===== config.mk =====
export PLATFORM = sky130hd
export DESIGN_NAME = xlg_mul64
export DESIGN_NICKNAME = d
export VERILOG_FILES = /design/src/design/xlg_pkg.sv /design/src/design/xlg_mul64.sv
export SDC_FILE = /design/constraint.sdc
export NUM_CORES = 2
export LEC_CHECK = 0
export BUFFER_PORTS_ARGS = -buffer_cell sky130_fd_sc_hd__buf_2
export CELL_PAD_IN_SITES_DETAIL_PLACEMENT = 1
export CELL_PAD_IN_SITES_GLOBAL_PLACEMENT = 1
export CORE_MARGIN = 4
export CORE_UTILIZATION = 47
export CTS_CLUSTER_SIZE = 30
export DETAILED_ROUTE_END_ITERATION = 8
export MAX_ROUTING_LAYER = met4
export PLACE_DENSITY = 0.87
export SYNTH_ARGS = -nofsm -noshare
export SYNTH_HDL_FRONTEND = slang
export SYNTH_SLANG_ARGS = --single-unit

===== constraint.sdc =====
create_clock -name clk -period 11.2 [get_ports clk]
set_clock_uncertainty 0.2 [all_clocks]
set_input_delay 1.12 -clock clk [delete_from_list [all_inputs] [get_ports clk]]
set_output_delay 1.12 -clock clk [all_outputs]
set_load 0.05 [all_outputs]

===== src/design/xlg_pkg.sv =====
// Shared constants, types and state encoding of the xoshiro256++ lane generator.
`default_nettype none
package xlg_pkg;

	localparam int unsigned LANE_COUNT_DEF = 16;

	localparam int unsigned WORD_W     = 64;
	localparam int unsigned HALF_W     = 32;
	localparam int unsigned FRAC_W     = 54;
	localparam int unsigned LANE_IN_W  = 4;
	localparam int unsigned LANE_SPAN  = 2 ** LANE_IN_W;
	localparam int unsigned TRAJ_IN_W  = 35;
	localparam int unsigned TRAJ_INC_W = TRAJ_IN_W + 1;

	localparam int unsigned QUEUE_DEPTH = 4;
	localparam int unsigned QPTR_W      = 2;

	localparam logic [WORD_W-1:0] GOLDEN_GAMMA = 64'h9E37_79B9_7F4A_7C15;
	localparam logic [WORD_W-1:0] MIX_MUL_ONE  = 64'hBF58_476D_1CE4_E5B9;
	localparam logic [WORD_W-1:0] MIX_MUL_TWO  = 64'h94D0_49BB_1331_11EB;
	localparam logic [WORD_W-1:0] TRAJ_MUL     = 64'hD2B7_4407_B1CE_6E93;

	localparam int unsigned MIX_SH_ONE = 30;
	localparam int unsigned MIX_SH_TWO = 27;
	localparam int unsigned MIX_SH_OUT = 31;

	localparam int unsigned ROT_SUM    = 23;
	localparam int unsigned SHIFT_T    = 17;
	localparam int unsigned ROT_D      = 45;
	localparam int unsigned FRAC_SHIFT = 11;

	// Five splitmix64 outputs per seed: trajectory seed, then words a to d.
	localparam int unsigned STEP_W = 3;
	localparam logic [STEP_W-1:0] STEP_FIRST = 3'd0;
	localparam logic [STEP_W-1:0] STEP_LAST  = 3'd4;

	typedef enum logic {
		CMD_SEED = 1'b0,
		CMD_DRAW = 1'b1
	} cmd_code_t;

	typedef struct packed {
		cmd_code_t               code;
		logic [TRAJ_INC_W-1:0]   traj_inc;
	} cmd_t;

	typedef struct packed {
		logic [WORD_W-1:0] a;
		logic [WORD_W-1:0] b;
		logic [WORD_W-1:0] c;
		logic [WORD_W-1:0] d;
	} lane_state_t;

	typedef struct packed {
		logic              start;
		logic [WORD_W-1:0] op_a;
		logic [WORD_W-1:0] op_b;
	} mul_req_t;

	typedef struct packed {
		logic              done;
		logic [WORD_W-1:0] product;
	} mul_rsp_t;

	typedef enum logic [2:0] {
		BK_IDLE,
		BK_DRAW,
		BK_TRAJ,
		BK_MIX_ADD,
		BK_MIX_M1,
		BK_MIX_M2,
		BK_SEED_WR
	} bk_state_t;

endpackage
`default_nettype wire


===== src/design/xlg_mul64.sv =====
// Iterative 64x64 multiplier, low 64 bits of the product, from three 32x32 partial products.
`default_nettype none
module xlg_mul64 (
	input  wire logic              clk,
	input  wire logic              arst_n,
	input  wire xlg_pkg::mul_req_t mreq,
	output xlg_pkg::mul_rsp_t      mrsp
);

	localparam int unsigned HW = xlg_pkg::HALF_W;
	localparam int unsigned WW = xlg_pkg::WORD_W;

	logic [WW-1:0] a_q;
	logic [WW-1:0] b_q;
	logic [WW-1:0] prod_q;
	logic [WW-1:0] acc_q;
	logic [1:0]    phase_q;
	logic          busy_q;
	logic          done_q;
	logic [HW-1:0] op_x;
	logic [HW-1:0] op_y;
	logic [WW-1:0] prod_d;

	// Phase 0 takes lo*lo, phases 1 and 2 the cross terms; the sum adds registered products.
	always_comb begin
		case (phase_q)
			2'd0: begin
				op_x = a_q[HW-1:0];
				op_y = b_q[HW-1:0];
			end
			2'd1: begin
				op_x = a_q[HW-1:0];
				op_y = b_q[WW-1:HW];
			end
			2'd2: begin
				op_x = a_q[WW-1:HW];
				op_y = b_q[HW-1:0];
			end
			default: begin
				op_x = '0;
				op_y = '0;
			end
		endcase
	end

	assign prod_d = WW'(op_x) * WW'(op_y);

	always_ff @(posedge clk) begin
		if (mreq.start) begin
			a_q <= mreq.op_a;
			b_q <= mreq.op_b;
		end else if (busy_q) begin
			prod_q <= prod_d;
			case (phase_q)
				2'd1: begin
					acc_q <= prod_q;
				end
				2'd2, 2'd3: begin
					acc_q[WW-1:HW] <= acc_q[WW-1:HW] + prod_q[HW-1:0];
				end
				default: begin
					acc_q <= acc_q;
				end
			endcase
		end
	end

	always_ff @(posedge clk or negedge arst_n) begin
		if (!arst_n) begin
			phase_q <= '0;
			busy_q  <= 1'b0;
			done_q  <= 1'b0;
		end else begin
			done_q <= 1'b0;
			if (mreq.start) begin
				phase_q <= '0;
				busy_q  <= 1'b1;
			end else if (busy_q) begin
				phase_q <= phase_q + 2'd1;
				if (phase_q == 2'd3) begin
					busy_q <= 1'b0;
					done_q <= 1'b1;
				end
			end
		end
	end

	assign mrsp.done    = done_q;
	assign mrsp.product = acc_q;

endmodule
`default_nettype wire


==> reports/metrics.cfg <==
[global_routing]
grt_overflow = 0
number_of_global_route_vias_before_repair = 38800
track_usage_pct = 34.7
grt_pass1_wl_um = 242000
grt_start_max_net_pins = 68
initial_antenna_violation_count = 4

[critical_path]
cp.required_ps = 11310
critical_path_end_type = register
crit_path_start_kind = register
ff2ff_setup_slack_ps = 480
critical-path-slowest-cell = sky130_fd_sc_hd__a2111oi_0
worstPathMaxFanout = 43
worst_path_largest_cell_delay_ps = 1120
timing.critical_path.mode_cell = sky130_fd_sc_hd__fa_1
arrival_ps = 10840
setup.worst_path.class = reg -> reg

[sta]
grt_setup_unrepaired = false
timing_max_transition_violations_final = 0
fmaxAchievable_ghz = 0.0933
setup_viol = 0
timing_hold_violations_final = 0
slew_headroom_pct = 6.24
fin_tns_setup_ps = 0
hold-worst-slack_ps = 124
min_period_over_period_pct = 95.7
post-route-min-period_ps = 10720
worst_margin_slew_ps = 1370

[drt]
drt-total-wl_um = 163000
dr.pass1.iters = 5
dr.first_iter.drc_count = 2894
vias = 34300
drt_drc_violations_left = 0
avgViaCountPerCell = 5.92
wl_per_cell_um = 28.1
detail-route-antenna-nets = 0

[synth]
ys_warn_count = 0
synth-seq-cells = 260
ys_dominant_reg_cell = sky130_fd_sc_hd__edfxtp_1
syn_inst = 4511
avgSynthCellArea_um2 = 9.57
asyncSetResetFlopFracSynth_pct = 1.54
synth.net_count = 5837
post_synth_instance_area_mm2 = 0.0432
ys_types = 80
yosysSeqAreaShare_pct = 18.0
synth-edff-count = 256

[cts]
cts_hold_buffers = 0
cts-htree-levels = 1
tritoncts.num_buffers = 29
clkSlewWorstSetupHoldPaths_ps = 60
cts.sinks = 260
clock_tree_from_tritoncts = done
clk_latency_ps = 600
cts-root-buf = sky130_fd_sc_hd__clkbuf_16
post_cts_resized = 0
ctsLongestPathBuffers = 3
post_cts_buffers = 0

[flow_run]
number_of_max_cap_violations = 0

[layout]
layout_commonest_cell = sky130_fd_sc_hd__inv_1
area_delta_synth_final_pct = 7.51
layout_common_cells = sky130_fd_sc_hd__inv_1 (900), sky130_fd_sc_hd__fa_1 (897), sky130_fd_sc_hd__nor2_1 (667)
layout-drive-gt1-share_pct = 8.72
finalNetCount = 5923

[floorplanning]
fp_rows = 110
io_pins = 196
floorplan.initialDensity_pct = 47.7
coreArea_mm2 = 0.0906
fp.dieH_um = 311
die-area_mm2 = 0.0968
die_width_um = 311

[worst_hold_path]
hp-class = in -> async

[placement]
portBuffers = 195
dp_hpwl_um = 132000
routabilityCongestion = 1.01

[outcome]
run_status = finished clean

## worst paths after layout
| path | start | to | cells past startpoint |
|---|---|---|---|
| max | phase_q[0] | prod_q[58] | 27 |
| min | arst_n | phase_q[0] | 1 |
| max reg2reg | phase_q[0] | prod_q[58] | 27 |
| min reg2reg | prod_q[0] | acc_q[0] | 0 |
| max in group asynchronous | arst_n | done_q | 1 |
| min in group clk | prod_q[0] | acc_q[0] | 0 |
## sequential cells by signal (all words and copies together) (netlist names)
register	cells
prod_q	64
acc_q	64
done_q	1
busy_q	1
a_q	64
b_q	64
phase_q	2
## synth_stat cells (all sizes together) (5+ instances only)
master / count / area (um^2)
o31ai: 6 / 45.0
o21a: 9 / 67.6
or3: 7 / 43.8
xor2: 36 / 315
fa: 897 / 18000
nand2b: 6 / 37.5
or2: 40 / 250
xnor2: 48 / 420
nor3: 16 / 80.1
nand3: 20 / 100
buf: 19 / 126
o21ai: 63 / 315
nor2b: 12 / 75.1
o21bai: 25 / 188
o2111ai: 6 / 52.6
ha: 298 / 3730
edfxtp: 256 / 7690
nand2: 548 / 2060
clkbuf: 222 / 865
a211oi: 7 / 52.6
and3: 7 / 46.3
o211ai: 6 / 50.1
a21o: 57 / 429
a21oi: 115 / 576
and2: 13 / 83.8
o22ai: 5 / 31.3
nor2: 673 / 2530
inv: 900 / 3380
a22o: 32 / 280
a22oi: 64 / 480
nand4: 27 / 184
a31oi: 14 / 87.6
## worst max-delay path: cells and delay by family (launching register included)
family | cells | cell delay [ps]
buffers and inverters | 8 | 1080
AOI/OAI and AO/OA | 6 | 3030
DFF | 1 | 430
adders and majority gates | 10 | 5150
xor gates and xnor gates | 1 | 80
and+or+nand+nor | 2 | 430
## area by class of cell
cell class              instances  area, um^2
flip-flops and latches        260        7790
fillers                     10300       44100
multi-input cells            3110       31100
inverters                     900        3380
clock inverters                16         163
well taps                    1176        1470
diodes                          2        5.00
clock buffers                  38         790
repair buffers                296        1750
## stage by stage
stage | utilization, % | std cells | instance area [um^2] | worst slack (ps)
floorplan | - | 4511 | 43200 | 1760
global placement | 50.2 | 5742 | 45500 | 1030
detailed placement | 50.2 | 5742 | 45500 | 800
CTS | 51.3 | 5796 | 46400 | 725
global route | 51.3 | 5798 | 46400 | 209
finish | 51.3 | 5798 | 46400 | 477
## metal layers
| layer | global-route usage [%] | up-vias | wire length (um) |
|---|---|---|---|
| met3 | 7.45 | 645 | 15900 |
| met2 | 54.8 | 1959 | 75700 |
| li1 | - | 14000 | - |
| met5 | - | - | 0 |
| met1 | 40.8 | 17800 | 58200 |
| met4 | 21.3 | 0 | 13200 |
## kinds of logic (layout without fill, tap and decap cells)
family	Yosys count	count (layout)	share of synthesized area, %
flops	260	260	18.0
fa+ha+maj	1195	1195	50.2
mux	3	3	0.0695
simple gates	1385	1385	13.0
compound gates	443	443	6.85
other cells	0	2	0
buf+inv	1141	1250	10.1
xor+xnor	84	84	1.70
Power is not shown: default switching activity piles up to over one toggle a cycle in this logic, so the estimate is an artifact.
