## src/design/xlg_pkg.sv

```systemverilog
// Shared constants, types and state encoding of the xoshiro256++ lane generator.
`default_nettype none
package xlg_pkg;

	localparam int unsigned LANE_COUNT_DEF = 16;

	localparam int unsigned WORD_W     = 64;
	localparam int unsigned HALF_W     = 32;
	localparam int unsigned FRAC_W     = 54;
	localparam int unsigned LANE_IN_W  = 4;
	localparam int unsigned LANE_SPAN  = 2 ** LANE_IN_W;
	localparam int unsigned TRAJ_IN_W  = 35;
	localparam int unsigned TRAJ_INC_W = TRAJ_IN_W + 1;

	localparam int unsigned QUEUE_DEPTH = 4;
	localparam int unsigned QPTR_W      = 2;

	localparam logic [WORD_W-1:0] GOLDEN_GAMMA = 64'h9E37_79B9_7F4A_7C15;
	localparam logic [WORD_W-1:0] MIX_MUL_ONE  = 64'hBF58_476D_1CE4_E5B9;
	localparam logic [WORD_W-1:0] MIX_MUL_TWO  = 64'h94D0_49BB_1331_11EB;
	localparam logic [WORD_W-1:0] TRAJ_MUL     = 64'hD2B7_4407_B1CE_6E93;

	localparam int unsigned MIX_SH_ONE = 30;
	localparam int unsigned MIX_SH_TWO = 27;
	localparam int unsigned MIX_SH_OUT = 31;

	localparam int unsigned ROT_SUM    = 23;
	localparam int unsigned SHIFT_T    = 17;
	localparam int unsigned ROT_D      = 45;
	localparam int unsigned FRAC_SHIFT = 11;

	// Five splitmix64 outputs per seed: trajectory seed, then words a to d.
	localparam int unsigned STEP_W = 3;
	localparam logic [STEP_W-1:0] STEP_FIRST = 3'd0;
	localparam logic [STEP_W-1:0] STEP_LAST  = 3'd4;

	typedef enum logic {
		CMD_SEED = 1'b0,
		CMD_DRAW = 1'b1
	} cmd_code_t;

	typedef struct packed {
		cmd_code_t               code;
		logic [TRAJ_INC_W-1:0]   traj_inc;
	} cmd_t;

	typedef struct packed {
		logic [WORD_W-1:0] a;
		logic [WORD_W-1:0] b;
		logic [WORD_W-1:0] c;
		logic [WORD_W-1:0] d;
	} lane_state_t;

	typedef struct packed {
		logic              start;
		logic [WORD_W-1:0] op_a;
		logic [WORD_W-1:0] op_b;
	} mul_req_t;

	typedef struct packed {
		logic              done;
		logic [WORD_W-1:0] product;
	} mul_rsp_t;

	typedef enum logic [2:0] {
		BK_IDLE,
		BK_DRAW,
		BK_TRAJ,
		BK_MIX_ADD,
		BK_MIX_M1,
		BK_MIX_M2,
		BK_SEED_WR
	} bk_state_t;

endpackage
`default_nettype wire

```

## src/design/xlg_cmd_if.sv

```systemverilog
// Request channel interface: command, lane and trajectory number.
`default_nettype none
interface xlg_cmd_if;
	logic                             valid;
	logic                             ready;
	logic                             command;
	logic [xlg_pkg::LANE_IN_W-1:0]    lane;
	logic [xlg_pkg::TRAJ_IN_W-1:0]    trajectory_number;

	modport source (output valid, command, lane, trajectory_number, input ready);
	modport sink   (input valid, command, lane, trajectory_number, output ready);
endinterface
`default_nettype wire

```

## src/design/xlg_front.sv

```systemverilog
// Front end: accepts requests, wraps the lane index and queues commands for the back end.
`default_nettype none
module xlg_front #(
	parameter  int unsigned LANE_COUNT = xlg_pkg::LANE_COUNT_DEF,
	localparam int unsigned LANE_W     = (LANE_COUNT > 1) ? $clog2(LANE_COUNT) : 1
) (
	input  wire logic              clk,
	input  wire logic              arst_n,
	xlg_cmd_if.sink                req,
	output logic                   head_valid,
	output xlg_pkg::cmd_t          head,
	output logic [LANE_W-1:0]      head_lane,
	input  wire logic              pop
);

	logic [LANE_W-1:0] wrap_tab [xlg_pkg::LANE_SPAN];

	// Lane numbers beyond the bank fold back modulo the lane count.
	for (genvar g = 0; g < xlg_pkg::LANE_SPAN; g++) begin : g_wrap
		localparam int unsigned WRAPPED = g % LANE_COUNT;
		assign wrap_tab[g] = LANE_W'(WRAPPED);
	end

	xlg_pkg::cmd_t                  q_cmd  [xlg_pkg::QUEUE_DEPTH];
	logic [LANE_W-1:0]              q_lane [xlg_pkg::QUEUE_DEPTH];
	logic [xlg_pkg::QPTR_W-1:0]     wr_ptr_q;
	logic [xlg_pkg::QPTR_W-1:0]     rd_ptr_q;
	logic [xlg_pkg::QPTR_W:0]       count_q;
	logic                           push;
	xlg_pkg::cmd_t                  push_cmd;

	assign req.ready  = (count_q != (xlg_pkg::QPTR_W + 1)'(xlg_pkg::QUEUE_DEPTH));
	assign push       = req.valid && req.ready;
	assign head_valid = (count_q != '0);
	assign head       = q_cmd[rd_ptr_q];
	assign head_lane  = q_lane[rd_ptr_q];

	always_comb begin
		push_cmd.code     = req.command ? xlg_pkg::CMD_DRAW : xlg_pkg::CMD_SEED;
		push_cmd.traj_inc = {1'b0, req.trajectory_number} + xlg_pkg::TRAJ_INC_W'(1);
	end

	always_ff @(posedge clk) begin
		if (push) begin
			q_cmd[wr_ptr_q]  <= push_cmd;
			q_lane[wr_ptr_q] <= wrap_tab[req.lane];
		end
	end

	always_ff @(posedge clk or negedge arst_n) begin
		if (!arst_n) begin
			wr_ptr_q <= '0;
			rd_ptr_q <= '0;
			count_q  <= '0;
		end else begin
			if (push) begin
				wr_ptr_q <= wr_ptr_q + xlg_pkg::QPTR_W'(1);
			end
			if (pop) begin
				rd_ptr_q <= rd_ptr_q + xlg_pkg::QPTR_W'(1);
			end
			if (push && !pop) begin
				count_q <= count_q + (xlg_pkg::QPTR_W + 1)'(1);
			end else if (pop && !push) begin
				count_q <= count_q - (xlg_pkg::QPTR_W + 1)'(1);
			end
		end
	end

endmodule
`default_nettype wire

```

## src/flat_wrapper.sv

```systemverilog
// flat-port wrapper written by rule: the top's interface ports become plain ports
module xlg_front_flat 
#(
	parameter  int unsigned LANE_COUNT = xlg_pkg::LANE_COUNT_DEF,
	localparam int unsigned LANE_W     = (LANE_COUNT > 1) ? $clog2(LANE_COUNT) : 1
)
  (clk, arst_n, head_valid, head, head_lane, pop, req_valid, req_command, req_lane, req_trajectory_number, req_ready);
  xlg_cmd_if req_i ();
  input  wire logic clk;
  input  wire logic arst_n;
  output logic head_valid;
  output xlg_pkg::cmd_t head;
  output logic [LANE_W-1:0] head_lane;
  input  wire logic pop;
  input wire logic [$bits(req_i.valid)-1:0] req_valid;
  input wire logic [$bits(req_i.command)-1:0] req_command;
  input wire logic [$bits(req_i.lane)-1:0] req_lane;
  input wire logic [$bits(req_i.trajectory_number)-1:0] req_trajectory_number;
  output wire logic [$bits(req_i.ready)-1:0] req_ready;
  assign req_i.valid = req_valid;
  assign req_i.command = req_command;
  assign req_i.lane = req_lane;
  assign req_i.trajectory_number = req_trajectory_number;
  assign req_ready = req_i.ready;
  xlg_front #(.LANE_COUNT(LANE_COUNT)) u_core (.clk(clk), .arst_n(arst_n), .req(req_i), .head_valid(head_valid), .head(head), .head_lane(head_lane), .pop(pop));
endmodule
```

## config.mk

```make
export PLATFORM = sky130hd
export DESIGN_NAME = xlg_front_flat
export DESIGN_NICKNAME = d
export VERILOG_FILES = /design/src/design/xlg_pkg.sv /design/src/design/xlg_cmd_if.sv /design/src/design/xlg_front.sv /design/src/flat_wrapper.sv
export SDC_FILE = /design/constraint.sdc
export NUM_CORES = 1
export LEC_CHECK = 0
export BUFFER_PORTS_ARGS = -buffer_cell sky130_fd_sc_hd__buf_4
export CAP_MARGIN = 30
export CORE_UTILIZATION = 42
export CTS_BUF_LIST = sky130_fd_sc_hd__clkbuf_8
export DETAILED_ROUTE_END_ITERATION = 10
export PLACE_DENSITY = 0.64
export SLEW_MARGIN = 20
export SYNTH_ARGS = -nofsm -noshare
export SYNTH_HDL_FRONTEND = slang
export SYNTH_SLANG_ARGS = --single-unit
```

## constraint.sdc

```tcl
create_clock -name clk -period 1.9 [get_ports clk]
set_clock_uncertainty 0.1 [all_clocks]
set_input_delay 0.19 -clock clk [delete_from_list [all_inputs] [get_ports clk]]
set_output_delay 0.19 -clock clk [all_outputs]
set_load 0.01 [all_outputs]
```

==> metrics.txt <==
switching power of the nets=3.69 mW; clock-pin slew on the worst setup and hold paths=0.08 ns; worst hold path class=in -> reg; TritonCTS Buffers=17; nature of the critical path endpoint=output port; Setup violations, final=41; residual DRC count=0; clock latency reported for the late side of the worst-skew pair=0.44 ns; antenna violations before repair=0; signal arrival time at the worst endpoint=1.83 ns; Data required, critical path=1.61 ns; Post-Place Cells=667; simple-gate share of the synthesized area=6.29%; post-synth top area cell=sky130_fd_sc_hd__edfxtp_1; Worst slew margin=73.9%; Routability Congestion=0.836; worst vdd ir=0.00107 V; fraction of power spent switching nets=28.5%; most used routing layer=met2; GR Layer Usage met1=22.2%; Synth async-reset ratio=4.09%; Detailed Route Iter0 Violations=189; Layout fillers=1230; Total Routed Length=14300 um; detailed-route wire length per cell=19.7 um; number of H-tree levels=4; source of the critical timing path=u_core.rd_ptr_q[0]$_DFFE_PN0P_; number of enable-type register cells in the synthesized netlist=164; vias per cell=5.19; Distinct cells, synth=27; cells along the critical path=buf_12 > clkbuf_16 > mux4_2 > buf_6; GRT overflow=0; IO Pins=87; met3 Track Usage GR=4.44%; die area=0.0172 mm^2; RSZ-0062 raised after global routing=true; complex-gate fraction of the synthesized area=0%; largest family of logic cells by synthesized area=multiplexers; slack of the worst reg-to-reg path=0.06 ns; count of inserted antenna diode cells=0; xor/xnor share of the synthesized area=4.87%; signed area change from the synthesized netlist to the final layout=30.0%; multi-input combinational cell area=0.00190 mm^2; cell at the slowest stage of the critical path=sky130_fd_sc_hd__mux4_2; core area=0.0161 mm^2; sequential cell fraction of total power=40.1%; via count of the first global-routing pass=3948; Initial Utilization=43.6%; TritonRoute pass-1 iters=4; Final min period=2.12 ns; Commonest cells post-synth=sky130_fd_sc_hd__edfxtp_1, sky130_fd_sc_hd__mux4_2, sky130_fd_sc_hd__xnor2_1; Clock Sink Count=171; share of synthesized cell area in full adder, half adder and majority cells=1.35%; most frequent cell after synthesis=sky130_fd_sc_hd__edfxtp_1; final hold violation count=0; proportion of synthesized chip area in sequential cells=72.7%; global-route wire length before repair=21900 um; PnR worst setup slack=-0.215 ns; instance count of the mapped netlist=359; main flop type after synthesis=sky130_fd_sc_hd__edfxtp_1; clk buf depth=2; fraction of layout cells with a size suffix above 1=41.1%; critical-path maximum fanout=7; WHS=0.0321 ns; Internal=9.24 mW; Die Y-Extent=131 um; average cell area after synthesis=19.6 um^2; Post-DP HPWL=8940 um; pwr dens=1420 mW/mm^2; clock root buffer=sky130_fd_sc_hd__clkbuf_8; combinational cell fraction of total power=39.4%; Synthesis Warnings=0; synthesized flop and latch total=171; Fmax achieved=473 MHz; clock tree from TritonCTS=built; hold path startpoint=req_trajectory_number[32]; horizontal extent of the die=131 um; clock network power share=20.4%; fraction of the cycle the final worst path needs=111%; fraction of synthesized cell area taken by the top area cell type=70.2%; FF-to-FF Start=u_core.count_q[1]$_DFFE_PN0P_; Finished Layout Cells=725; post-synthesis cell area=0.00702 mm^2; synthesized netlist net count=410; Routed Antenna Nets=0; All-Layer GR Usage=17.2%; worst stage delay on the critical path=0.52 ns; cell row count=46; type of the worst setup path=reg -> out; GRT met2 Usage=28.4%; transition time of the tightest slew-check pin=0.389 ns; hold path depth=2; worst reg-to-reg path cell count=7; number of port buffers=86; failing checks=negative setup slack; total number of vias=3764; outcome=complete, but fails checks; Sequential cell area=0.00510 mm^2; crit path launch type=flop; # Max-Cap Violations=0; Final Max Slew Viols=0; Nets=547; share of cell area taken by muxes after synthesis=13.5%; Area contributors post-synth=sky130_fd_sc_hd__edfxtp_1, sky130_fd_sc_hd__mux4_2, sky130_fd_sc_hd__xnor2_1, sky130_fd_sc_hd__dfrtp_1, sky130_fd_sc_hd__nand4_1; maximum number of pins on one net before global-route repair=43; Leakage=3.20 nW
==> cell type report <==
| class | count | share of cell area [%] |
|---|---|---|
| Clock buffer | 17 | 2.56 |
| Tap cell | 216 | 2.96 |
| Sequential cell | 171 | 55.9 |
| Timing Repair Buffer | 132 | 15.4 |
| Inverter | 8 | 0.329 |
| Clock inverter | 15 | 2.00 |
| Multi-Input combinational cell | 166 | 20.8 |
==> through the flow <==
stage / power [mW] / utilization (%) / setup slack, ns / setup TNS, ns / area [um^2]
floorplan: 7.56 / - / 0.00656 / 0 / 7030
global placement: 9.59 / 50.7 / 0.101 / 0 / 8170
detailed placement: 9.65 / 50.7 / 0.0403 / 0 / 8170
CTS: 12.8 / 55.4 / -0.278 / -9.56 / 8930
global route: 13.5 / 56.6 / -0.276 / -10.34 / 9130
finish: 12.9 / 56.6 / -0.215 / -7.83 / 9130
==> path summary, 6_finish.rpt <==
check | endpoint
max in group asynchronous | u_core.rd_ptr_q[0]$_DFFE_PN0P_
max | head[34]
max reg2reg | u_core.count_q[1]$_DFFE_PN0P_
min | u_core.q_cmd[3][32]$_DFFE_PP_
min reg2reg | u_core.count_q[2]$_DFFE_PN0P_
min in group asynchronous | u_core.wr_ptr_q[0]$_DFFE_PN0P_
==> sequential cells by signal, summed over array words and instances, names as in the netlist <==
name             flops
u_core.q_lane       16
u_core.wr_ptr_q      2
u_core.count_q       3
u_core.rd_ptr_q      2
u_core.q_cmd       148
==> worst max-delay path: cells and delay by family, from the launching register on <==
| kind | cells | cell delay [ns] |
|---|---|---|
| muxes | 1 | 0.52 |
| DFF | 1 | 0.38 |
| buffers and inverters | 3 | 0.47 |
==> power groups by stage <==
stage / clock network, mW / logic [mW] / registers, mW
6_report: 2.64 / 5.10 / 5.19
5_1_grt: 2.82 / 5.47 / 5.25
4_1_cts: 2.70 / 4.88 / 5.22
3_5_place_dp: 0 / 4.35 / 5.30
3_3_place_gp: 0 / 4.34 / 5.25
2_1_floorplan: 0 / 2.35 / 5.21
==> metal layers <==
metal,share of wire [%],vias up
li1,-,1713
met1,43,1917
met2,50,120
met3,5.4,14
met4,1.1,0
met5,0,-
==> logic make-up after synthesis <==
group                    count (synthesis)
AND/OR/NAND/NOR                         77
adder cells (fa/ha/maj)                  7
flip-flops                             171
buffers and inverters                   22
multiplexers                            43
XOR/XNOR                                39
==> repair_timing <==
| item | 4_1_cts | 5_1_grt |
|---|---|---|
| setup buffers | 1 | 3 |
| hold buffers | 18 | 1 |
| endpoints found under the hold margin | 63 | 4 |
| resized for setup | 41 | 15 |
| pin swaps | 0 | 7 |
| endpoints found under the setup margin | 41 | 115 |
| cloned | 0 | 3 |
==> cell usage in the layout, fill, tap and decap left out, types with 5 or more instances in the layout <==
cell / Yosys / layout
sky130_fd_sc_hd__xor2_1: 10 / 9
sky130_fd_sc_hd__nand4_1: 15 / 15
sky130_fd_sc_hd__nand3_1: 15 / 15
sky130_fd_sc_hd__buf_12: 0 / 11
sky130_fd_sc_hd__buf_6: 0 / 42
sky130_fd_sc_hd__nand2_1: 12 / 11
sky130_fd_sc_hd__buf_4: 0 / 56
sky130_fd_sc_hd__clkbuf_8: 0 / 17
sky130_fd_sc_hd__edfxtp_1: 164 / 164
sky130_fd_sc_hd__nor3_1: 6 / 5
sky130_fd_sc_hd__inv_1: 8 / 10
sky130_fd_sc_hd__dlygate4sd3_1: 0 / 18
sky130_fd_sc_hd__mux4_2: 41 / 41
sky130_fd_sc_hd__nor2_1: 9 / 7
sky130_fd_sc_hd__and3_2: 2 / 6
sky130_fd_sc_hd__dfrtp_1: 7 / 5
sky130_fd_sc_hd__xnor2_1: 29 / 25
No activity file was read; power rests on OpenSTA's default activity.
