[config.mk]
export PLATFORM = sky130hd
export DESIGN_NAME = xlg_back_flat
export DESIGN_NICKNAME = d
export VERILOG_FILES = /design/src/design/xlg_pkg.sv /design/src/design/xlg_res_if.sv /design/src/design/xlg_back.sv /design/src/flat_wrapper.sv
export SDC_FILE = /design/constraint.sdc
export NUM_CORES = 2
export LEC_CHECK = 0
export BUFFER_PORTS_ARGS = -buffer_cell sky130_fd_sc_hd__buf_2
export CAP_MARGIN = 20
export CELL_PAD_IN_SITES_DETAIL_PLACEMENT = 2
export CELL_PAD_IN_SITES_GLOBAL_PLACEMENT = 2
export CORE_MARGIN = 8
export CORE_UTILIZATION = 45
export DETAILED_ROUTE_END_ITERATION = 6
export MAX_ROUTING_LAYER = met4
export PLACE_DENSITY = 0.86
export SYNTH_ARGS = -nofsm -noshare
export SYNTH_HDL_FRONTEND = slang
export SYNTH_MEMORY_MAX_BITS = 65536
export SYNTH_SLANG_ARGS = --single-unit
[constraint.sdc]
create_clock -name clk -period 50.7 [get_ports clk]
set_clock_uncertainty 0.2 [all_clocks]
set_input_delay 10.14 -clock clk [delete_from_list [all_inputs] [get_ports clk]]
set_output_delay 10.14 -clock clk [all_outputs]
set_load 0.01 [all_outputs]
[src/design/xlg_pkg.sv]
// Shared constants, types and state encoding of the xoshiro256++ lane generator.
`default_nettype none
package xlg_pkg;

	localparam int unsigned LANE_COUNT_DEF = 16;

	localparam int unsigned WORD_W     = 64;
	localparam int unsigned HALF_W     = 32;
	localparam int unsigned FRAC_W     = 54;
	localparam int unsigned LANE_IN_W  = 4;
	localparam int unsigned LANE_SPAN  = 2 ** LANE_IN_W;
	localparam int unsigned TRAJ_IN_W  = 35;
	localparam int unsigned TRAJ_INC_W = TRAJ_IN_W + 1;

	localparam int unsigned QUEUE_DEPTH = 4;
	localparam int unsigned QPTR_W      = 2;

	localparam logic [WORD_W-1:0] GOLDEN_GAMMA = 64'h9E37_79B9_7F4A_7C15;
	localparam logic [WORD_W-1:0] MIX_MUL_ONE  = 64'hBF58_476D_1CE4_E5B9;
	localparam logic [WORD_W-1:0] MIX_MUL_TWO  = 64'h94D0_49BB_1331_11EB;
	localparam logic [WORD_W-1:0] TRAJ_MUL     = 64'hD2B7_4407_B1CE_6E93;

	localparam int unsigned MIX_SH_ONE = 30;
	localparam int unsigned MIX_SH_TWO = 27;
	localparam int unsigned MIX_SH_OUT = 31;

	localparam int unsigned ROT_SUM    = 23;
	localparam int unsigned SHIFT_T    = 17;
	localparam int unsigned ROT_D      = 45;
	localparam int unsigned FRAC_SHIFT = 11;

	// Five splitmix64 outputs per seed: trajectory seed, then words a to d.
	localparam int unsigned STEP_W = 3;
	localparam logic [STEP_W-1:0] STEP_FIRST = 3'd0;
	localparam logic [STEP_W-1:0] STEP_LAST  = 3'd4;

	typedef enum logic {
		CMD_SEED = 1'b0,
		CMD_DRAW = 1'b1
	} cmd_code_t;

	typedef struct packed {
		cmd_code_t               code;
		logic [TRAJ_INC_W-1:0]   traj_inc;
	} cmd_t;

	typedef struct packed {
		logic [WORD_W-1:0] a;
		logic [WORD_W-1:0] b;
		logic [WORD_W-1:0] c;
		logic [WORD_W-1:0] d;
	} lane_state_t;

	typedef struct packed {
		logic              start;
		logic [WORD_W-1:0] op_a;
		logic [WORD_W-1:0] op_b;
	} mul_req_t;

	typedef struct packed {
		logic              done;
		logic [WORD_W-1:0] product;
	} mul_rsp_t;

	typedef enum logic [2:0] {
		BK_IDLE,
		BK_DRAW,
		BK_TRAJ,
		BK_MIX_ADD,
		BK_MIX_M1,
		BK_MIX_M2,
		BK_SEED_WR
	} bk_state_t;

endpackage
`default_nettype wire

[src/design/xlg_res_if.sv]
// Result channel interface: random word and unit fraction.
`default_nettype none
interface xlg_res_if;
	logic                          valid;
	logic                          ready;
	logic [xlg_pkg::WORD_W-1:0]    random_word;
	logic [xlg_pkg::FRAC_W-1:0]    unit_fraction;

	modport source (output valid, random_word, unit_fraction, input ready);
	modport sink   (input valid, random_word, unit_fraction, output ready);
endinterface
`default_nettype wire

[src/design/xlg_back.sv]
// Back end: lane state memory, xoshiro256++ draw step, splitmix64 seeding sequencer, result register.
`default_nettype none
module xlg_back #(
	parameter  int unsigned LANE_COUNT = xlg_pkg::LANE_COUNT_DEF,
	localparam int unsigned LANE_W     = (LANE_COUNT > 1) ? $clog2(LANE_COUNT) : 1
) (
	input  wire logic                        clk,
	input  wire logic                        arst_n,
	input  wire logic [xlg_pkg::WORD_W-1:0]  run_seed,
	input  wire logic                        head_valid,
	input  wire xlg_pkg::cmd_t               head,
	input  wire logic [LANE_W-1:0]           head_lane,
	output logic                             pop,
	output xlg_pkg::mul_req_t                mreq,
	input  wire xlg_pkg::mul_rsp_t           mrsp,
	xlg_res_if.source                        rsp
);

	localparam int unsigned WW = xlg_pkg::WORD_W;

	function automatic logic [WW-1:0] rotl(input logic [WW-1:0] v, input int unsigned amt);
		return (v << amt) | (v >> (WW - amt));
	endfunction

	xlg_pkg::lane_state_t           mem [LANE_COUNT];
	xlg_pkg::lane_state_t           rd_q;
	xlg_pkg::bk_state_t             state_q;
	xlg_pkg::bk_state_t             state_d;
	logic [LANE_W-1:0]              lane_q;
	logic [xlg_pkg::STEP_W-1:0]     step_q;
	logic [WW-1:0]                  walk_q;
	logic [WW-1:0]                  tseed_q;
	logic [WW-1:0]                  seed_q [4];
	logic [WW-1:0]                  out_word_q;
	logic [xlg_pkg::FRAC_W-1:0]     out_frac_q;
	logic                           out_valid_q;
	logic                           slot_free;

	logic                           rd_en;
	logic                           mem_we;
	logic                           out_load;
	xlg_pkg::lane_state_t           wdata;
	logic [WW-1:0]                  ld_word;
	logic [xlg_pkg::FRAC_W-1:0]     ld_frac;

	logic [WW-1:0]                  walk_next;
	logic [WW-1:0]                  mix_out;
	logic [WW-1:0]                  draw_word;
	xlg_pkg::lane_state_t           draw_next;
	logic [WW-1:0]                  t_val;
	logic [WW-1:0]                  c_one;
	logic [WW-1:0]                  d_one;
	logic [1:0]                     seed_idx;

	assign slot_free = !out_valid_q || rsp.ready;
	assign walk_next = walk_q + xlg_pkg::GOLDEN_GAMMA;
	assign mix_out   = mrsp.product ^ (mrsp.product >> xlg_pkg::MIX_SH_OUT);
	assign seed_idx  = 2'(step_q - xlg_pkg::STEP_W'(1));

	// One xoshiro256++ step on the state read from the lane memory.
	always_comb begin
		draw_word   = rotl(rd_q.a + rd_q.d, xlg_pkg::ROT_SUM) + rd_q.a;
		t_val       = rd_q.b << xlg_pkg::SHIFT_T;
		c_one       = rd_q.c ^ rd_q.a;
		d_one       = rd_q.d ^ rd_q.b;
		draw_next.b = rd_q.b ^ c_one;
		draw_next.a = rd_q.a ^ d_one;
		draw_next.c = c_one ^ t_val;
		draw_next.d = rotl(d_one, xlg_pkg::ROT_D);
	end

	always_comb begin
		state_d = state_q;
		case (state_q)
			xlg_pkg::BK_IDLE: begin
				if (head_valid) begin
					state_d = (head.code == xlg_pkg::CMD_DRAW) ? xlg_pkg::BK_DRAW
						: xlg_pkg::BK_TRAJ;
				end
			end
			xlg_pkg::BK_DRAW: begin
				if (slot_free) begin
					state_d = xlg_pkg::BK_IDLE;
				end
			end
			xlg_pkg::BK_TRAJ: begin
				if (mrsp.done) begin
					state_d = xlg_pkg::BK_MIX_ADD;
				end
			end
			xlg_pkg::BK_MIX_ADD: begin
				state_d = xlg_pkg::BK_MIX_M1;
			end
			xlg_pkg::BK_MIX_M1: begin
				if (mrsp.done) begin
					state_d = xlg_pkg::BK_MIX_M2;
				end
			end
			xlg_pkg::BK_MIX_M2: begin
				if (mrsp.done) begin
					state_d = (step_q == xlg_pkg::STEP_LAST) ? xlg_pkg::BK_SEED_WR
						: xlg_pkg::BK_MIX_ADD;
				end
			end
			xlg_pkg::BK_SEED_WR: begin
				if (slot_free) begin
					state_d = xlg_pkg::BK_IDLE;
				end
			end
			default: begin
				state_d = xlg_pkg::BK_IDLE;
			end
		endcase
	end

	always_comb begin
		pop       = 1'b0;
		rd_en     = 1'b0;
		mem_we    = 1'b0;
		out_load  = 1'b0;
		mreq      = '0;
		wdata     = draw_next;
		ld_word   = draw_word;
		ld_frac   = {draw_word[WW-1:xlg_pkg::FRAC_SHIFT], 1'b1};
		case (state_q)
			xlg_pkg::BK_IDLE: begin
				pop   = head_valid;
				rd_en = head_valid;
				if (head_valid && head.code == xlg_pkg::CMD_SEED) begin
					mreq.start = 1'b1;
					mreq.op_a  = xlg_pkg::TRAJ_MUL;
					mreq.op_b  = WW'(head.traj_inc);
				end
			end
			xlg_pkg::BK_DRAW: begin
				mem_we   = slot_free;
				out_load = slot_free;
			end
			xlg_pkg::BK_MIX_ADD: begin
				mreq.start = 1'b1;
				mreq.op_a  = walk_next ^ (walk_next >> xlg_pkg::MIX_SH_ONE);
				mreq.op_b  = xlg_pkg::MIX_MUL_ONE;
			end
			xlg_pkg::BK_MIX_M1: begin
				mreq.start = mrsp.done;
				mreq.op_a  = mrsp.product ^ (mrsp.product >> xlg_pkg::MIX_SH_TWO);
				mreq.op_b  = xlg_pkg::MIX_MUL_TWO;
			end
			xlg_pkg::BK_SEED_WR: begin
				mem_we   = slot_free;
				out_load = slot_free;
				wdata    = '{a: seed_q[0], b: seed_q[1], c: seed_q[2], d: seed_q[3]};
				ld_word  = tseed_q;
				ld_frac  = '0;
			end
			default: begin
				pop = 1'b0;
			end
		endcase
	end

	always_ff @(posedge clk) begin
		if (mem_we) begin
			mem[lane_q] <= wdata;
		end
		if (rd_en) begin
			rd_q <= mem[head_lane];
		end
	end

	always_ff @(posedge clk) begin
		if (pop) begin
			lane_q <= head_lane;
		end
		if (state_q == xlg_pkg::BK_TRAJ && mrsp.done) begin
			walk_q <= run_seed ^ mrsp.product;
		end else if (state_q == xlg_pkg::BK_MIX_ADD) begin
			walk_q <= walk_next;
		end else if (state_q == xlg_pkg::BK_MIX_M2 && mrsp.done
			&& step_q == xlg_pkg::STEP_FIRST) begin
			// The lane words continue the splitmix64 walk from the trajectory seed.
			walk_q <= mix_out;
		end
		if (state_q == xlg_pkg::BK_MIX_M2 && mrsp.done) begin
			if (step_q == xlg_pkg::STEP_FIRST) begin
				tseed_q <= mix_out;
			end else begin
				seed_q[seed_idx] <= mix_out;
			end
		end
		if (out_load) begin
			out_word_q <= ld_word;
			out_frac_q <= ld_frac;
		end
	end

	always_ff @(posedge clk or negedge arst_n) begin
		if (!arst_n) begin
			state_q     <= xlg_pkg::BK_IDLE;
			step_q      <= '0;
			out_valid_q <= 1'b0;
		end else begin
			state_q <= state_d;
			if (pop) begin
				step_q <= xlg_pkg::STEP_FIRST;
			end else if (state_q == xlg_pkg::BK_MIX_M2 && mrsp.done) begin
				step_q <= step_q + xlg_pkg::STEP_W'(1);
			end
			if (out_load) begin
				out_valid_q <= 1'b1;
			end else if (rsp.ready) begin
				out_valid_q <= 1'b0;
			end
		end
	end

	assign rsp.valid         = out_valid_q;
	assign rsp.random_word   = out_word_q;
	assign rsp.unit_fraction = out_frac_q;

endmodule
`default_nettype wire

[src/flat_wrapper.sv]
// flat-port wrapper written by rule: the top's interface ports become plain ports
module xlg_back_flat 
#(
	parameter  int unsigned LANE_COUNT = xlg_pkg::LANE_COUNT_DEF,
	localparam int unsigned LANE_W     = (LANE_COUNT > 1) ? $clog2(LANE_COUNT) : 1
)
  (clk, arst_n, run_seed, head_valid, head, head_lane, pop, mreq, mrsp, rsp_valid, rsp_random_word, rsp_unit_fraction, rsp_ready);
  xlg_res_if rsp_i ();
  input  wire logic clk;
  input  wire logic arst_n;
  input  wire logic [xlg_pkg::WORD_W-1:0] run_seed;
  input  wire logic head_valid;
  input  wire xlg_pkg::cmd_t head;
  input  wire logic [LANE_W-1:0] head_lane;
  output logic pop;
  output xlg_pkg::mul_req_t mreq;
  input  wire xlg_pkg::mul_rsp_t mrsp;
  output wire logic [$bits(rsp_i.valid)-1:0] rsp_valid;
  output wire logic [$bits(rsp_i.random_word)-1:0] rsp_random_word;
  output wire logic [$bits(rsp_i.unit_fraction)-1:0] rsp_unit_fraction;
  input wire logic [$bits(rsp_i.ready)-1:0] rsp_ready;
  assign rsp_valid = rsp_i.valid;
  assign rsp_random_word = rsp_i.random_word;
  assign rsp_unit_fraction = rsp_i.unit_fraction;
  assign rsp_i.ready = rsp_ready;
  xlg_back #(.LANE_COUNT(LANE_COUNT)) u_core (.clk(clk), .arst_n(arst_n), .run_seed(run_seed), .head_valid(head_valid), .head(head), .head_lane(head_lane), .pop(pop), .mreq(mreq), .mrsp(mrsp), .rsp(rsp_i));
endmodule
==> results of run 1 <==
[metrics by stage]
stage / cells / cell area, µm² / hold slack (ns)
2_1_floorplan: 9612 / 196000 / 0.284
3_3_place_gp: 15600 / 206000 / 0.305
[cells by family after synthesis]
group           synth area share
fa+ha+maj                0.00871
flops                      0.747
mux                        0.146
simple gates              0.0237
compound gates            0.0341
buf+inv                   0.0112
xor+xnor                  0.0293
other cells            0.0000192
==> summary.md, run 1 <==
| Metric | Value |
|---|---|
| Post-synth EDFFs | `4858` |
| Most frequent cell after synthesis | `edfxtp_1` |
| Post-DP HPWL | `625000 µm` |
| Initial Util | `0.451` |
| YS warnings | `0` |
| Io pins | `423` |
| Syn Inst Count | `9605` |
| Dominant cell type by area after synthesis | `edfxtp_1` |
| GPL Wtd Cong | `0.951` |
| Status | `aborted with a tool error` |
| Post-synth top cells | `edfxtp_1 (4858), mux4_2 (1244), nand2_1 (409)` |
| Number of buffers added on ports | `414` |
| Yosys reg bits | `4865` |
| Stop Error | `[ERROR DPL-0033] detailed placement checks failed during check placement.` |
| Async SR Flop Fraction | `0.00144` |
| Rows | `242` |
| Halt Stage | `3_5_place_dp` |
| Die H | `675 µm` |
| Yosys cell types | `93` |
| Top cells by area, synth | `edfxtp_1 (75%), mux4_2 (14%), xnor2_1 (1.8%)` |
| Mapped cell area | `0.196 mm²` |
| Area share of the largest cell type after synthesis | `0.746` |
| Top FF cell, synth | `edfxtp_1` |
| Register area share after synthesis | `0.747` |
| Synthesized area per cell | `20.4 µm²` |
| Chip width | `675 µm` |
==> run 2: changes to the inputs <==
--- a/config.mk
+++ b/config.mk
@@ -7,13 +7,10 @@
 export LEC_CHECK = 0
 export BUFFER_PORTS_ARGS = -buffer_cell sky130_fd_sc_hd__buf_2
 export CAP_MARGIN = 20
-export CELL_PAD_IN_SITES_DETAIL_PLACEMENT = 2
-export CELL_PAD_IN_SITES_GLOBAL_PLACEMENT = 2
 export CORE_MARGIN = 8
-export CORE_UTILIZATION = 45
+export CORE_UTILIZATION = 35
 export DETAILED_ROUTE_END_ITERATION = 6
-export MAX_ROUTING_LAYER = met4
-export PLACE_DENSITY = 0.86
+export PLACE_DENSITY_LB_ADDON = 0.15
 export SYNTH_ARGS = -nofsm -noshare
 export SYNTH_HDL_FRONTEND = slang
 export SYNTH_MEMORY_MAX_BITS = 65536
==> constraint.sdc (replaced) <==
create_clock -name clk -period 65.9 [get_ports clk]
set_clock_uncertainty 0.2 [all_clocks]
set_input_delay 13.18 -clock clk [delete_from_list [all_inputs] [get_ports clk]]
set_output_delay 13.18 -clock clk [all_outputs]
set_load 0.01 [all_outputs]
==> summary.md, run 2 <==
| Metric | Value |
|---|---|
| Status | `completed` |
| Yosys reg bits | `4865 (unchanged)` |
| Area share of the largest cell type after synthesis | `0.746 (unchanged)` |
| YS warnings | `0 (unchanged)` |
| Async SR Flop Fraction | `0.00144 (unchanged)` |
| Synthesized area per cell | `20.4 µm² (unchanged)` |
| Worst hold path type | `flip-flop to flip-flop` |
| Vias in the first global route | `104000` |
| Max-slew headroom | `0.124` |
| Cell Pwr Density | `42.7 mW/mm²` |
| R2R Setup Slk | `56.45 ns` |
| DRC | `0` |
| Hold_buf cts | `0` |
| # nets final | `10900` |
| Io pins | `423 (unchanged)` |
| H-tree Lvls | `6` |
| Largest net degree at the start of global routing | `127` |
| DR pass1 iterations | `6` |
| Crit Path Max Fanout | `49` |
| Detailed Route Iter0 Violations | `12900` |
| Yosys cell types | `93 (unchanged)` |
| Syn Inst Count | `9605 (unchanged)` |
| Final hold vios | `0` |
| Routed Antenna Nets | `0` |
| Hold Path Cell Cnt | `1` |
| RSZ-0062 raised after global routing | `false` |
| GPL Wtd Cong | `0.909 (-4.4%)` |
| Dominant cell type by area after synthesis | `edfxtp_1` |
| Post-DP HPWL | `417000 µm (-33%)` |
| Top cells by area, synth | `edfxtp_1 (75%), mux4_2 (14%), xnor2_1 (1.8%)` |
| Proportion of layout cells with a drive suffix above 1 | `0.271` |
| CTS sink count | `4865` |
| IR drop worst, VDD | `0.0000282 V` |
| Worst skew pair latency | `1.07 ns` |
| Most frequent cell after synthesis | `edfxtp_1` |
| Final slew viol count | `0` |
| Post-CTS Setup Bufs | `0` |
| # fillers | `49700` |
| Pleak | `72.6 nW` |
| Num CTS Buffers | `544` |
| DRT Wirelength | `677000 µm` |
| Die area | `0.583 mm²` |
| Biggest regs | `u_core.mem (4096), u_core.rd_q (256), u_core.seed_q (256)` |
| Worst Reg-to-Reg Cells | `23` |
| Final hold slack | `0.309 ns` |
| Slew @ Worst Pin | `1.31 ns` |
| Most frequent cells in the layout | `edfxtp_1 (4858), mux4_2 (1244), clkbuf_16 (557), buf_4 (463), buf_2 (413)` |
| Max reg flops | `4096` |
| Register area share after synthesis | `0.747 (unchanged)` |
| Maxcap violations | `0` |
| Total Routing Usage GR | `0.225` |
| WP data required | `52.52 ns` |
| Final WS setup | `37.43 ns` |
| Post-synth top cells | `edfxtp_1 (4858), mux4_2 (1244), nand2_1 (409)` |
| Worst-case clock buffer depth | `4` |
| Final setup TNS | `0 ns` |
| Final setup viols | `0` |
| Number of buffers added on ports | `414 (unchanged)` |
| Initial Util | `0.351 (-0.0998)` |
| CTS Root Cell | `clkbuf_16` |
| Top FF cell, synth | `edfxtp_1` |
| CTS resizes | `0` |
| Die H | `763 µm (+13%)` |
| Endpoint type of the worst setup path | `primary output` |
| Critical Path AT | `15.09 ns` |
| Most flop-heavy register | `u_core.mem` |
| Post-synth EDFFs | `4858 (unchanged)` |
| Post-layout minimum cycle time | `28.47 ns` |
| Period utilization | `0.432` |
| Mapped cell area | `0.196 mm² (unchanged)` |
| Initial antenna violation count | `81` |
| Post-DR vias/cell | `5.63` |
| Fmax achieved | `35.1 MHz` |
| Startpoint types | `input port` |
| TritonCTS clock tree | `done` |
| DP Worst Slack | `37.42 ns` |
| Most common cell after layout, fill and taps aside | `edfxtp_1` |
| Rows | `274 (+13%)` |
| WS Path Type | `input port to primary output` |
| Area Overhead vs Synth | `15.7%` |
| Via count | `104000` |
| Clk slew on worst S/H paths | `0.06 ns` |
| Grt total ovfl | `0` |
| Core area | `0.557 mm²` |
| First-pass GRT wire length | `909000 µm` |
| Chip width | `763 µm (+13%)` |
| DR WL/cell | `36.6 µm` |
[run 2: cell counts after synthesis]
No cell type changed its count.
[run 2: through the flow]
step | cells | power (mW) | instance area [µm²] | util
final | 18500 | 9.66 | 226000 | 0.406
after global routing | 18400 | 9.97 | 226000 | 0.406
after CTS | 18300 | 9.62 | 225000 | 0.405
after detailed placement | 17400 | 6.73 | 209000 | 0.375
after global placement | 17400 | 6.67 | 209000 | 0.375
after floorplan | 9612 | 5.60 | 196000 | -
[run 2: where the power goes]
| group | leakage, nW | internal (mW) | switching [mW] |
|---|---|---|---|
| Combinational | 20.5 | 0.706 | 1.77 |
| Sequential | 43.9 | 4.15 | 0.149 |
| Clock | 8.13 | 1.63 | 1.26 |
[run 2: cells by family (layout without fill, tap and decap cells)]
family | Yosys count | after routing | synth area share
AOI/OAI and AO/OA | 1062 | 1062 | 0.0341
and+or+nand+nor | 1039 | 1039 | 0.0237
xor gates and xnor gates | 655 | 655 | 0.0293
buffers and inverters | 553 | 1929 | 0.0112
muxes | 1295 | 1295 | 0.146
DFF | 4865 | 4865 | 0.747
adders and majority gates | 135 | 135 | 0.00871
other | 1 | 42 | 0.0000192
[run 2: worst max-delay path, cell delays in order]
cell and delay (ns):
buf_2 0.09, nor4b_2 0.19, buf_4 0.40, nor2b_4 0.22, buf_4 0.44, a21oi_1 0.08, o21ai_0 0.14, buf_2 0.21
[run 2: final cells by class]
type	count	area [µm²]	area share
antenna	34	85.1	0.000376
clock buffer	683	14400	0.0637
clock inverter	285	2290	0.0101
inverter	48	188	0.000829
multi-input combinational	4194	47800	0.211
sequential	4865	146000	0.645
tap	7452	9320	0.0412
timing repair buffer	913	6130	0.0271
[run 2: metal layers]
| metal | vias to the layer above | GRT usage | wire length, µm |
|---|---|---|---|
| li1 | 41400 | - | - |
| met1 | 57100 | 0.321 | 292000 |
| met2 | 4505 | 0.356 | 315000 |
| met3 | 896 | 0.0408 | 49400 |
| met4 | 18 | 0.0646 | 20600 |
| met5 | - | 0 | 126 |
[run 2: final timing paths]
path	startpoint	to
worst max-delay path	head_valid	mreq[124]
worst min-delay path	u_core.tseed_q[33]	u_core.rsp.random_word[33]
worst max register to register	u_core.rd_q[207]	u_core.rsp.unit_fraction[48]
worst min register to register	u_core.tseed_q[33]	u_core.rsp.random_word[33]
max in group asynchronous	arst_n	u_core.state_q[0]
min in group asynchronous	arst_n	u_core.state_q[1]
(Power assumes the default switching activity.)
